--- src/rtl/lrk_ram.sv ---
`timescale 1ns / 1ps
// Generic RAM: one write port, two registered read ports.
module lrk_ram #(
  parameter int WIDTH = 48,
  parameter int DEPTH = 32
) (
  input  logic                     clk,
  input  logic                     we,
  input  logic [$clog2(DEPTH)-1:0] waddr,
  input  logic [WIDTH-1:0]         wdata,
  input  logic [$clog2(DEPTH)-1:0] raddr_a,
  output logic [WIDTH-1:0]         rdata_a,
  input  logic [$clog2(DEPTH)-1:0] raddr_b,
  output logic [WIDTH-1:0]         rdata_b
);

  logic [WIDTH-1:0] mem [DEPTH];

  always_ff @(posedge clk) begin
    if (we) begin
      mem[waddr] <= wdata;
    end
    rdata_a <= mem[raddr_a];
    rdata_b <= mem[raddr_b];
  end

endmodule

--- config.mk ---
export PLATFORM = sky130hd
export DESIGN_NAME = lrk_ram
export DESIGN_NICKNAME = d
export VERILOG_FILES = /design/src/rtl/lrk_ram.sv
export SDC_FILE = /design/constraint.sdc
export NUM_CORES = 2
export LEC_CHECK = 0
export BUFFER_PORTS_ARGS = -buffer_cell sky130_fd_sc_hd__buf_2
export CAP_MARGIN = 20
export CORE_MARGIN = 2
export CORE_UTILIZATION = 57
export CTS_CLUSTER_SIZE = 12
export DETAILED_ROUTE_END_ITERATION = 12
export PLACE_DENSITY = 0.73
export SLEW_MARGIN = 5
export SYNTH_ARGS = -nofsm -noshare
export SYNTH_HDL_FRONTEND = slang
export SYNTH_SLANG_ARGS = --single-unit
--- constraint.sdc ---
create_clock -name clk -period 3.26 [get_ports clk]
set_input_delay 0.326 -clock clk [delete_from_list [all_inputs] [get_ports clk]]
set_output_delay 0.326 -clock clk [all_outputs]
set_load 0.05 [all_outputs]
==> metrics.log <==
[metrics] clock buffers created by TritonCTS: 170
[metrics] number of levels the H-tree was split into: 4
[metrics] number of nets in the layout: 5384
[metrics] FF-to-FF End: rdata_b[41]$_DFF_P_
[metrics] sum of negative setup slack: 0 ns
[metrics] yosys synthesis warning count: 0
[metrics] post-route worst setup slack: 1.26 ns
[metrics] DP Worst Slack: 0.861 ns
[metrics] clock slew seen by the registers of the worst setup and hold paths: 0.06 ns
[metrics] path type of the worst min-delay path: input pin to flop
[metrics] Port Buf Inserts: 160
[metrics] cell count after synthesis: 5146
[metrics] portion of netlist area occupied by mux cells: 20.5%
[metrics] Max-cap violations: 0
[metrics] setup slack of the worst register-to-register path: 1.77 ns
[metrics] Psw: 0.0112 W
[metrics] library cell occupying the most area in the post-synthesis netlist: edfxtp_1
[metrics] clock tree from TritonCTS: built
[metrics] wire length per cell: 30.2 microns
[metrics] post-synthesis compound-gate area fraction: 7.83%
[metrics] EDFF count, synth: 1536
[metrics] unrepaired setup endpoints after global routing: no
[metrics] Setup Buffers After CTS: 0
[metrics] Cell Area, Synth: 75100 sq um
[metrics] count of vias placed by the detailed router: 48900
[metrics] number of cells upsized or downsized after cts: 0
[metrics] shortest clock period the worst path allows after layout: 2.00 ns
[metrics] overall overflow remaining after global route: 0
[metrics] average cell area after synthesis: 14.6 sq um
[metrics] proportion of power drawn by combinational gates: 9.4%
[metrics] area post-placement: 78500 sq um
[metrics] post-synthesis async set-or-reset flop share: 0%
[metrics] Int Pwr: 0.0357 W
[metrics] share of the yosys chip area belonging to registers: 63.9%
[metrics] effective utilization at floorplan: 57.3%
[metrics] kind of cell with the highest combined delay on the critical path: flip-flops
[metrics] global-route wire length before repair: 316000 microns
[metrics] drt drc: 0
[metrics] number of iterations in the first detailed-routing pass: 6
[metrics] number of slew-limit violations in the final report: 0
[metrics] clock power share: 40.4%
[metrics] Post-Synth XOR/XNOR Area: 0%
[metrics] final worst path period share: 61.2%
[metrics] core footprint: 131000 sq um
[metrics] Worst Hold Launch: wdata[38]
[metrics] Simple-Gate Fraction of Synth Area: 4.39%
[metrics] post-synthesis net count: 5211
[metrics] cell count of the worst hold path: 1
[metrics] CP max-delay cell: dfxtp_1
[metrics] initial antenna violation count: 7
[metrics] Final Hold Slack: 0.0374 ns
[metrics] maximum single-stage delay on the critical path: 0.52 ns
[metrics] fmax: 0.501 GHz
[metrics] fraction of layout cells with a size suffix above 1: 11.5%
[metrics] Sw Ratio: 23.8%
[metrics] cell types with the largest area share after synthesis: edfxtp_1 61%, mux2i_1 20%, a22oi_1 2.9%, dfxtp_1 2.6%, a22o_1 2.2%
[metrics] largest fanout of any net on the critical path: 1
[metrics] PnR Total Power: 0.0469 W
[metrics] pin count of the biggest net entering global routing: 105
[metrics] cell area after layout: 84300 sq um
[metrics] worst endpoint data arrival time: 1.67 ns
[metrics] clock tree root driver cell: clkbuf_16
[metrics] reg-to-reg critical path startpoint: mem[4][41]$_DFFE_PP_
[metrics] Setup Skew: 0.0238 ns
[metrics] area share of fa/ha/maj cells after synthesis: 0%
[metrics] violation count after the first detailed-routing iteration: 6477
[metrics] outcome: completed
[metrics] Critical Path Source Type: flop
[metrics] Setup crit end kind: output pin
[metrics] power density relative to cell area: 556 nW/um^2
[metrics] ANT nets after route: 0
[metrics] cell count of the worst reg-to-reg path: 5
[metrics] synthesis-stage register bit count: 1632
[metrics] sequential group share of total power: 50.2%
[metrics] RD Place Congestion: 0.804
[metrics] worst path cell trace: buf_2
[metrics] Top FF cell, synth: edfxtp_1
[metrics] Endpoint, Worst Hold: mem[29][38]$_DFFE_PP_
[metrics] Leakage Power: 31.5 nW
[metrics] combinational family with the most area after synthesis: multiplexers
[metrics] clock net sink count: 1632
[metrics] count of fill cells added during filler insertion: 9411
[metrics] number of core rows: 133
[metrics] distinct cell type count of the synthesized netlist: 25
[metrics] combined buffer and inverter count along the critical path: 1
[metrics] CTS Hold Buffers Added: 34
[metrics] most common library cells after synthesis: 1536 x edfxtp_1, 1536 x mux2i_1, 291 x nand2_1, 290 x nand3_1
[metrics] Post-Route WL: 218000 microns
[metrics] setup violation total in the final timing report: 0
[metrics] worst slew margin relative to its limit: 22.5%
[metrics] Avg Vias per Cell: 6.78
[metrics] I/O Pins: 161
[metrics] All-Layer GR Usage: 31.7%
[metrics] number of endpoints with negative hold slack in the final report: 0
[metrics] share of the synthesized area in the top cell type: 61.4%
[metrics] Die Span X: 367 microns
[metrics] clk_lat worst skew: 0.81 ns
[metrics] data required time at the worst endpoint: 2.93 ns
[metrics] number of global-route vias before repair: 48400
[metrics] Die Area: 135000 sq um
[metrics] placed wire-length estimate after detailed placement: 118000 microns
[metrics] CTS max path bufs: 3
[metrics] measured slew at the worst slew-check pin: 1.16 ns
[metrics] area growth from synthesis to final layout: 12.2%
[metrics] Worst VDD drop: 0.577 mV
[metrics] crit path kind: flop to output pin
[metrics] chip height: 367 microns
## cells in the final DEF, fill, tap and decap left out, drive strengths merged, types with 2 or more instances in the layout
| cell | count |
|---|---|
| bufinv | 5 |
| nor2b | 3 |
| clkinv | 23 |
| or3b | 3 |
| clkbuf | 281 |
| nand3b | 5 |
| nand2 | 291 |
| inv | 5 |
| nor3 | 96 |
| a21oi | 288 |
| nand3 | 290 |
| or2 | 2 |
| a22oi | 288 |
| mux2i | 1536 |
| edfxtp | 1536 |
| a31oi | 96 |
| nor2 | 35 |
| dfxtp | 96 |
| nand2b | 4 |
| a22o | 192 |
| and2 | 2 |
| diode | 4 |
| buf | 348 |
| dlygate4sd3 | 34 |
## power groups by stage
| stage | sequential [W] | clock [W] | combinational (W) |
|---|---|---|---|
| 2_1_floorplan | 0.0245 | 0 | 0.00231 |
| 3_3_place_gp | 0.0240 | 0 | 0.00423 |
| 3_5_place_dp | 0.0240 | 0 | 0.00428 |
| 4_1_cts | 0.0235 | 0.0191 | 0.00433 |
| 5_1_grt | 0.0236 | 0.0199 | 0.00459 |
| 6_report | 0.0235 | 0.0189 | 0.00441 |
## per-layer routing
layer  part of all wire, %  wire, microns  vias to the layer above  GRT usage, %
li1                      -              -                    20700             -
met1                    40          86500                    24700          44.6
met2                    46          99800                     2986          48.6
met3                    11          22900                      555          6.51
met4                   3.9           8590                        4          12.7
met5                0.0092             20                        -             0
## cell families after synthesis
group                  after synthesis
DFF                               1632
AOI/OAI and AO/OA                  864
and+or+nand+nor                    733
buffers and inverters              381
muxes                             1536
## per-stage QoR
step                      cells  utilization [%]
after floorplan            5146                -
after global placement     6868             59.9
after detailed placement   6868             59.9
after CTS                  7217             64.3
after global routing       7219             64.3
final                      7221             64.3
## sequential cells by signal, summed over array words and instances, names as in the netlist
| signal | cells |
|---|---|
| rdata_a | 48 |
| mem | 1536 |
| rdata_b | 48 |
## area by class of cell
class / count / area, sq um / share of cell area (%)
flip-flops and latches: 1632 / 48000 / 57.0
multi-input cells: 3133 / 24900 / 29.5
clock buffers: 281 / 5080 / 6.03
repair buffers: 382 / 3690 / 4.37
well taps: 1755 / 2200 / 2.61
clock inverters: 34 / 350 / 0.416
diodes: 4 / 10.0 / 0.0119
## worst max path at each step
| stage | start | to | slack, ns | cells past startpoint |
|---|---|---|---|---|
| after floorplan | waddr[1] | mem[12][0]$_DFFE_PP_ | -0.19 | 3 |
| after global placement | waddr[1] | mem[20][46]$_DFFE_PP_ | 0.90 | 4 |
| after detailed placement | raddr_b[0] | rdata_b[30]$_DFF_P_ | 0.86 | 8 |
| after CTS | rdata_a[14]$_DFF_P_ | rdata_a[14] | 1.21 | 1 |
| after global routing | rdata_a[14]$_DFF_P_ | rdata_a[14] | 1.24 | 1 |
| final | rdata_a[14]$_DFF_P_ | rdata_a[14] | 1.26 | 1 |
(Power assumes the default switching activity.)
