File: src/rtl/lrk_pkg.sv
`timescale 1ns / 1ps
// Shared types, constants and microcode tables of the Lorenz RK4 integrator.
package lrk_pkg;

  localparam int WORD_BITS = 48;
  localparam int FRAC_BITS = 24;
  localparam int HALF_BITS = WORD_BITS / 2;
  localparam int D6_BITS   = 16;
  localparam int STEP_BITS = 25;
  localparam int COUNT_BITS = 16;
  localparam int RHO_BITS  = 31;
  localparam int DIV_BITS  = STEP_BITS + D6_BITS + 1;
  localparam int RECIP_BITS = 26;
  localparam int RECIP_SHIFT = 28;
  localparam int DIV_PROD_BITS = STEP_BITS + RECIP_BITS;
  localparam int DEPTH     = 32;
  localparam int ADDR_BITS = $clog2(DEPTH);
  localparam int CFG_INDEX_BITS = 8;

  localparam logic [RECIP_BITS-1:0] RECIP_SIX =
    RECIP_BITS'(((64'd1 << RECIP_SHIFT) / 64'd6) + 64'd1);

  localparam logic [WORD_BITS-1:0] SIGMA_VAL = WORD_BITS'(10) << FRAC_BITS;
  localparam logic [WORD_BITS-1:0] BETA_VAL =
    WORD_BITS'(((64'd16 << FRAC_BITS) + 64'd3) / 64'd6);

  localparam logic [STEP_BITS-1:0]  TIME_STEP_RST  = STEP_BITS'(167772);
  localparam logic [COUNT_BITS-1:0] STEP_TOTAL_RST = COUNT_BITS'(1000);
  localparam logic [WORD_BITS-1:0]  START_RST      = WORD_BITS'(167772160);

  localparam logic [CFG_INDEX_BITS-1:0] CFG_TIME_STEP  = 8'd0;
  localparam logic [CFG_INDEX_BITS-1:0] CFG_STEP_TOTAL = 8'd1;
  localparam logic [CFG_INDEX_BITS-1:0] CFG_START_X    = 8'd2;
  localparam logic [CFG_INDEX_BITS-1:0] CFG_START_Y    = 8'd3;
  localparam logic [CFG_INDEX_BITS-1:0] CFG_START_Z    = 8'd4;

  localparam logic [ADDR_BITS-1:0] A_POS   = 5'd0;
  localparam logic [ADDR_BITS-1:0] A_TRIAL = 5'd3;
  localparam logic [ADDR_BITS-1:0] A_SLOPE = 5'd6;
  localparam logic [ADDR_BITS-1:0] A_SUM   = 5'd9;
  localparam logic [ADDR_BITS-1:0] A_RHO   = 5'd12;
  localparam logic [ADDR_BITS-1:0] A_DT    = 5'd13;
  localparam logic [ADDR_BITS-1:0] A_D6    = 5'd14;
  localparam logic [ADDR_BITS-1:0] A_SIGMA = 5'd15;
  localparam logic [ADDR_BITS-1:0] A_BETA  = 5'd16;
  localparam logic [ADDR_BITS-1:0] A_ZERO  = 5'd17;
  localparam logic [ADDR_BITS-1:0] A_TMP1  = 5'd18;
  localparam logic [ADDR_BITS-1:0] A_TMP2  = 5'd19;

  localparam logic [3:0] LOAD_LAST  = 4'd9;
  localparam logic [3:0] LORENZ_LAST = 4'd8;

  typedef enum logic [1:0] {OP_ADD, OP_SUB, OP_MUL} op_code_t;
  typedef enum logic [1:0] {SH_FRAC, SH_HALF, SH_D6} shift_t;

  typedef struct packed {
    op_code_t             code;
    shift_t               sh;
    logic [ADDR_BITS-1:0] a;
    logic [ADDR_BITS-1:0] b;
    logic [ADDR_BITS-1:0] d;
  } op_t;

  typedef struct packed {
    logic     start;
    op_code_t code;
    shift_t   sh;
  } alu_req_t;

  typedef enum logic [3:0] {
    ST_IDLE, ST_DIV, ST_LOAD, ST_RD, ST_EX, ST_WAIT, ST_FIN0, ST_FIN1, ST_FIN2, ST_OUT
  } state_t;

  // Fraction bits of dt/6 for a remainder r of dt/6: (r * 2^16 + 3) / 6.
  function automatic logic [D6_BITS-1:0] d6_frac(logic [2:0] r);
    logic [D6_BITS-1:0] f;
    case (r)
      3'd1:    f = D6_BITS'(10923);
      3'd2:    f = D6_BITS'(21845);
      3'd3:    f = D6_BITS'(32768);
      3'd4:    f = D6_BITS'(43691);
      3'd5:    f = D6_BITS'(54613);
      default: f = '0;
    endcase
    return f;
  endfunction

  function automatic op_t mk(op_code_t c, shift_t s, logic [ADDR_BITS-1:0] a,
                             logic [ADDR_BITS-1:0] b, logic [ADDR_BITS-1:0] d);
    op_t o;
    o.code = c;
    o.sh   = s;
    o.a    = a;
    o.b    = b;
    o.d    = d;
    return o;
  endfunction

  function automatic op_t lorenz_op(logic [3:0] idx, logic [ADDR_BITS-1:0] base);
    logic [ADDR_BITS-1:0] p0;
    logic [ADDR_BITS-1:0] p1;
    logic [ADDR_BITS-1:0] p2;
    op_t o;
    p0 = base;
    p1 = base + 5'd1;
    p2 = base + 5'd2;
    case (idx)
      4'd0: o = mk(OP_SUB, SH_FRAC, p1, p0, A_TMP1);
      4'd1: o = mk(OP_MUL, SH_FRAC, A_SIGMA, A_TMP1, A_SLOPE);
      4'd2: o = mk(OP_MUL, SH_FRAC, A_RHO, p0, A_TMP1);
      4'd3: o = mk(OP_SUB, SH_FRAC, A_TMP1, p1, A_TMP1);
      4'd4: o = mk(OP_MUL, SH_FRAC, p0, p2, A_TMP2);
      4'd5: o = mk(OP_SUB, SH_FRAC, A_TMP1, A_TMP2, A_SLOPE + 5'd1);
      4'd6: o = mk(OP_MUL, SH_FRAC, p0, p1, A_TMP1);
      4'd7: o = mk(OP_MUL, SH_FRAC, A_BETA, p2, A_TMP2);
      default: o = mk(OP_SUB, SH_FRAC, A_TMP1, A_TMP2, A_SLOPE + 5'd2);
    endcase
    return o;
  endfunction

  function automatic op_t update_op(logic [1:0] stage, logic [1:0] comp, logic [1:0] sub);
    logic [ADDR_BITS-1:0] k;
    logic [ADDR_BITS-1:0] p;
    logic [ADDR_BITS-1:0] t;
    logic [ADDR_BITS-1:0] s;
    shift_t hs;
    op_t o;
    k  = A_SLOPE + 5'(comp);
    p  = A_POS + 5'(comp);
    t  = A_TRIAL + 5'(comp);
    s  = A_SUM + 5'(comp);
    hs = (stage == 2'd1) ? SH_HALF : SH_FRAC;
    case (stage)
      2'd0: begin
        case (sub)
          2'd0:    o = mk(OP_ADD, SH_FRAC, k, A_ZERO, s);
          2'd1:    o = mk(OP_MUL, SH_HALF, k, A_DT, A_TMP1);
          default: o = mk(OP_ADD, SH_FRAC, p, A_TMP1, t);
        endcase
      end
      2'd3: begin
        case (sub)
          2'd0:    o = mk(OP_ADD, SH_FRAC, s, k, s);
          2'd1:    o = mk(OP_MUL, SH_D6, s, A_D6, A_TMP1);
          default: o = mk(OP_ADD, SH_FRAC, p, A_TMP1, p);
        endcase
      end
      default: begin
        case (sub)
          2'd0:    o = mk(OP_ADD, SH_FRAC, k, k, A_TMP1);
          2'd1:    o = mk(OP_ADD, SH_FRAC, s, A_TMP1, s);
          2'd2:    o = mk(OP_MUL, hs, k, A_DT, A_TMP1);
          default: o = mk(OP_ADD, SH_FRAC, p, A_TMP1, t);
        endcase
      end
    endcase
    return o;
  endfunction

endpackage

File: src/rtl/lrk_alu.sv
`timescale 1ns / 1ps
// Saturating add, subtract and rounding multiply on fixed-point words.
module lrk_alu (
  input  logic                                 clk,
  input  logic                                 rst,
  input  lrk_pkg::alu_req_t                    req,
  input  logic [lrk_pkg::WORD_BITS-1:0]        a,
  input  logic [lrk_pkg::WORD_BITS-1:0]        b,
  output logic                                 done,
  output logic [lrk_pkg::WORD_BITS-1:0]        result,
  output logic                                 sat
);

  localparam int W = lrk_pkg::WORD_BITS;
  localparam int H = lrk_pkg::HALF_BITS;

  logic                   busy;
  lrk_pkg::op_code_t      code;
  lrk_pkg::shift_t        sh;
  logic [W-1:0]           opa;
  logic [W-1:0]           opb;
  logic [W-1:0]           ua;
  logic [W-1:0]           ub;
  logic                   neg;
  logic [2:0]             mcnt;
  logic [W-1:0]           pp;
  logic [1:0]             pp_pos;
  logic [2*W-1:0]         acc;

  logic [H-1:0]           a_half;
  logic [H-1:0]           b_half;
  logic [2*W-1:0]         pp_ext;
  logic [2*W-1:0]         rnd;
  logic [2*W-1:0]         q;
  logic [W:0]             sum;
  logic [W-1:0]           max_w;
  logic [W-1:0]           min_w;

  assign max_w = {1'b0, {(W-1){1'b1}}};
  assign min_w = {1'b1, {(W-1){1'b0}}};

  always_comb begin
    a_half = mcnt[1] ? ua[W-1:H] : ua[H-1:0];
    b_half = mcnt[0] ? ub[W-1:H] : ub[H-1:0];
    case (pp_pos)
      2'd0:    pp_ext = {{W{1'b0}}, pp};
      2'd1:    pp_ext = {{W{1'b0}}, pp} << H;
      default: pp_ext = {{W{1'b0}}, pp} << (2 * H);
    endcase
    case (sh)
      lrk_pkg::SH_HALF: begin
        rnd = (2*W)'(1) << lrk_pkg::FRAC_BITS;
        q   = acc >> (lrk_pkg::FRAC_BITS + 1);
      end
      lrk_pkg::SH_D6: begin
        rnd = (2*W)'(1) << (lrk_pkg::FRAC_BITS + lrk_pkg::D6_BITS - 1);
        q   = acc >> (lrk_pkg::FRAC_BITS + lrk_pkg::D6_BITS);
      end
      default: begin
        rnd = (2*W)'(1) << (lrk_pkg::FRAC_BITS - 1);
        q   = acc >> lrk_pkg::FRAC_BITS;
      end
    endcase
  end

  always_ff @(posedge clk) begin
    if (rst) begin
      busy <= 1'b0;
      mcnt <= '0;
    end else if (req.start) begin
      busy <= 1'b1;
      mcnt <= '0;
    end else if (busy) begin
      mcnt <= mcnt + 3'd1;
      if (code != lrk_pkg::OP_MUL || mcnt == 3'd6) begin
        busy <= 1'b0;
      end
    end
  end

  always_ff @(posedge clk) begin
    if (req.start) begin
      code <= req.code;
      sh   <= req.sh;
      opa  <= a;
      opb  <= b;
      ua   <= a[W-1] ? (~a + W'(1)) : a;
      ub   <= b[W-1] ? (~b + W'(1)) : b;
      neg  <= a[W-1] ^ b[W-1];
      acc  <= '0;
    end else if (busy) begin
      if (mcnt <= 3'd3) begin
        pp     <= W'(a_half) * W'(b_half);
        pp_pos <= {1'b0, mcnt[1]} + {1'b0, mcnt[0]};
      end
      if (mcnt >= 3'd1 && mcnt <= 3'd4) begin
        acc <= acc + pp_ext;
      end else if (mcnt == 3'd5) begin
        acc <= acc + rnd;
      end
    end
  end

  always_comb begin
    sum = '0;
    result = '0;
    sat = 1'b0;
    case (code)
      lrk_pkg::OP_MUL: begin
        if (!neg) begin
          if (q > (2*W)'(max_w)) begin
            result = max_w;
            sat = 1'b1;
          end else begin
            result = q[W-1:0];
          end
        end else if (q > (2*W)'(min_w)) begin
          result = min_w;
          sat = 1'b1;
        end else begin
          result = ~q[W-1:0] + W'(1);
        end
      end
      default: begin
        if (code == lrk_pkg::OP_SUB) begin
          sum = {opa[W-1], opa} - {opb[W-1], opb};
        end else begin
          sum = {opa[W-1], opa} + {opb[W-1], opb};
        end
        if (sum[W] != sum[W-1]) begin
          result = sum[W] ? min_w : max_w;
          sat = 1'b1;
        end else begin
          result = sum[W-1:0];
        end
      end
    endcase
  end

  assign done = busy && (code != lrk_pkg::OP_MUL || mcnt == 3'd6);

endmodule

File: config.mk
export PLATFORM = sky130hd
export DESIGN_NAME = lrk_alu
export DESIGN_NICKNAME = d
export VERILOG_FILES = /design/src/rtl/lrk_pkg.sv /design/src/rtl/lrk_alu.sv
export SDC_FILE = /design/constraint.sdc
export NUM_CORES = 2
export LEC_CHECK = 0
export BUFFER_PORTS_ARGS = -buffer_cell sky130_fd_sc_hd__buf_2
export CAP_MARGIN = 20
export CORE_MARGIN = 2
export CORE_UTILIZATION = 45
export CTS_CLUSTER_SIZE = 40
export DETAILED_ROUTE_END_ITERATION = 7
export HOLD_SLACK_MARGIN = 0.05
export PLACE_DENSITY = 0.7
export SYNTH_ARGS = -nofsm -noshare
export SYNTH_HDL_FRONTEND = slang
export SYNTH_SLANG_ARGS = --single-unit
export TNS_END_PERCENT = 50
File: constraint.sdc
create_clock -name clk -period 8.15 [get_ports clk]
set_input_delay 1.63 -clock clk [delete_from_list [all_inputs] [get_ports clk]]
set_output_delay 1.63 -clock clk [all_outputs]
set_load 0.02 [all_outputs]
==> impl_results.md <==
- Mean area per synthesized cell: around 8.5 um^2
- CP max stage delay: slightly below 0.6 ns
- Crit-path max FO: 6
- DR vias: between 40k and 50k
- Reg2reg start: mcnt[0]
- R2r worst-path depth: 28
- Drt drc: 0
- Crit path top cell by count: a21o_1
- Routed len/inst: about 24 um
- CP Launch Type: register
- Routability cong.: 1.07
- Cell Area, Synth: between 40,000 and 50,000 um^2
- Place WS: roughly 0.037 ns
- Total global routing track utilization: a little under a third
- Sequential element share of the synthesized area: about a fifth
- First-pass GRT wire length: roughly 240,000 um
- Hold depth: 2
- P&R area growth vs syn: 12.1%
- WHS Endpoint: acc[12]
- Required @ worst endpoint: about 6.5 ns
- Largest net degree at the start of global routing: between 70 and 80
- H-tree levels: 2
- Period minus WS final: around 8.0 ns
- Post-synth ARST share: 0%
- Yosys reg bits: ~350
- Outcome: completed
- CP endpoint kind: output port
- Post-route setup slack: 0.128 ns
- Worst EP arrival: around 6.4 ns
- Initial antenna violation count: 14
- 1st-iter DRT viols: 4,584
- Buffers on Ports: about 150
- Fraction of layout cells with a size suffix above 1: roughly 11%
- EDFF count, synth: 245
- Layout Utilization: approximately 51%
- Final #Nets: between 6k and 7k
- Clock Skew: around 0.029 ns
- Unique masters post-synth: 80
- CTS tree: built
- YS warnings: 0
- Worst Hold Launch: acc[12]
- Hold Buf Count CTS: 0
- Register Area: 9360 um^2
- Min-Delay Path Class: register to register
- Clock buffer depth: 3
- Fillers: just over 9k
- Synth Flop Type: edfxtp_1
- Fin Hold WS: roughly 0.46 ns
- Critical path type: register to output port
- Row count: around 120
- Worst relative slew slack: roughly 25%
- Setup TNS: 0 ns
- Max Cap Viol: 0
- Reg2reg end: pp[36]
- Pins Over Slew Limit: 0
- Total CTS buffers: between 40 and 50
- Io pins: roughly 150
- Crit-path cells: or4_4 -> or4b_4 -> or2_4 -> or3_4 -> or3_4 -> nor2_4 -> a21oi_2 -> xnor2_2 -> ha_1 -> a21o_1 -> a21o_1 -> a21o_1 -> a21o_1 -> a21oi_2 -> nand3b_1 -> a21o_1 -> o211ai_1 -> nor2_2 -> nor2_4 -> clkbuf_16 -> a21oi_1 -> buf_4 -> buf_2
- Syn Nets: 6,227
- Multi-input logic area: roughly 33,000 um^2
- Post-Route WL: ~160,000 um
- Hold Violations, Final: 0
- Clock latency on the worst-skew pair: just over 0.6 ns
- Core area: between 100,000 and 150,000 um^2
- Worst path slowest cell: or4_4
- Number of global-route vias before repair: between 30k and 40k
- Clock transition at path regs: 0.06 ns
- Antenna viol nets, final: 0
- CTS sink cnt: roughly 350
- R2r setup slk: slightly below 0.3 ns
- Die area: 103,000 um^2
- Root buffer selected by CTS: clkbuf_16
- Die height: around 320 um
- Detailed-placement wirelength estimate: about 130,000 um
- Die span in x: about 320 um
- Via density per instance: 6.01
- F_max: roughly 120 MHz
- Worst-Margin Slew: 1.12 ns
- Final period utilization: slightly below 100%
- Endpoints failing setup: 0
- Drt pass-1 iters: 6
- Initial Util: approximately 45%
- GRT overflow: 0
- Syn Inst Count: about 5.3k
routing by layer:
| metal | vias up | track usage, % | wire, um |
|---|---|---|---|
| met5 | - | 0 | 0 |
| met2 | 2163 | 49.1 | 73100 |
| met4 | 0 | 17.4 | 11100 |
| met3 | 470 | 4.74 | 14500 |
| li1 | 18483 | - | - |
| met1 | 20106 | 41.0 | 64700 |
worst max-delay path: cells and delay by family (launching register included):
kind | cells | cell delay, ns
AOI/OAI and AO/OA | 9 | 1.51
xor gates and xnor gates | 1 | 0.21
adders and majority gates | 1 | 0.28
buffers and inverters | 3 | 0.51
DFF | 1 | 0.42
and+or+nand+nor | 9 | 2.83
worst max path at each step:
stage | from | cells past startpoint | to
6_report | opb[10] | 23 | result[10]
2_1_floorplan | mcnt[0] | 30 | pp[47]
3_3_place_gp | mcnt[1] | 25 | pp[47]
4_1_cts | mcnt[1] | 27 | pp[47]
3_5_place_dp | mcnt[1] | 26 | pp[47]
5_1_grt | opb[10] | 19 | result[10]
cell families (layout without fill, tap and decap cells):
| kind of cell | count (synthesis) | count (layout) | synth area share (%) |
|---|---|---|---|
| AND/OR/NAND/NOR | 1666 | 1666 | 16.5 |
| AO/OA/AOI/OAI | 1194 | 1194 | 16.7 |
| buffers and inverters | 879 | 1116 | 7.31 |
| adder cells (fa/ha/maj) | 813 | 813 | 30.4 |
| flip-flops | 345 | 345 | 20.6 |
| XOR/XNOR | 314 | 314 | 6.06 |
| multiplexers | 100 | 100 | 2.33 |
| other | 0 | 14 | 0 |
cells in the mapped netlist, drive strengths merged, types with 68 or more instances:
master	count	share of area, %
dfxtp	100	4.4
a21o	91	1.5
clkbuf	237	2.0
a21oi	382	4.2
edfxtp	245	16
ha	329	9.1
nand2	702	5.8
o31ai	68	1.1
inv	624	5.2
nor2	466	3.9
o21ai	268	3.0
xor2	97	1.9
xnor2	217	4.2
fa	484	21
registers in the layout, indices dropped and copies added, names as in the netlist, 2 cells and up:
name and cells:
acc 96, opb 48, ub 47, mcnt 3, pp 48, ua 47, code 2, pp_pos 2
opa 48, sh 2
final cells by class:
type	instances	area share, %
inverters	624	4.60
multi-input cells	4087	64.9
flip-flops and latches	345	18.4
clock buffers	52	2.29
clock inverters	32	0.824
repair buffers	408	5.71
diodes	14	0.0689
well taps	1298	3.19
metrics by stage:
step / instances / area [um^2]
global placement: 6746 / 48800
finish: 6860 / 50900
CTS: 6835 / 50500
detailed placement: 6746 / 48800
global route: 6853 / 50800
floorplan: 5311 / 45400
what timing repair did:
action / CTS / global route
setup buffers: 5 / 8
gates resized for setup: 16 / 54
pin swaps: 5 / 16
endpoints found under the hold margin: 0 / 0
setup endpoints to repair: 49 / 58
cloned: 0 / 3
cells in the final DEF (no fill, tap or decap), types with 47 or more instances in the layout:
cell type / n
inv_1: 624
ha_1: 323
buf_4: 239
nand4_1: 63
xor2_1: 96
fa_1: 484
a22o_1: 47
nor2b_1: 53
nor3_1: 50
and2_1: 64
edfxtp_1: 245
o21ai_0: 257
xnor2_1: 215
o31ai_1: 68
nand3_1: 67
buf_2: 149
nor2_1: 461
a21o_1: 91
dfxtp_1: 98
a21oi_1: 373
clkbuf_16: 48
nand2_1: 701
Power is not shown: default switching activity piles up to over one toggle a cycle in this logic, so the estimate is an artifact.
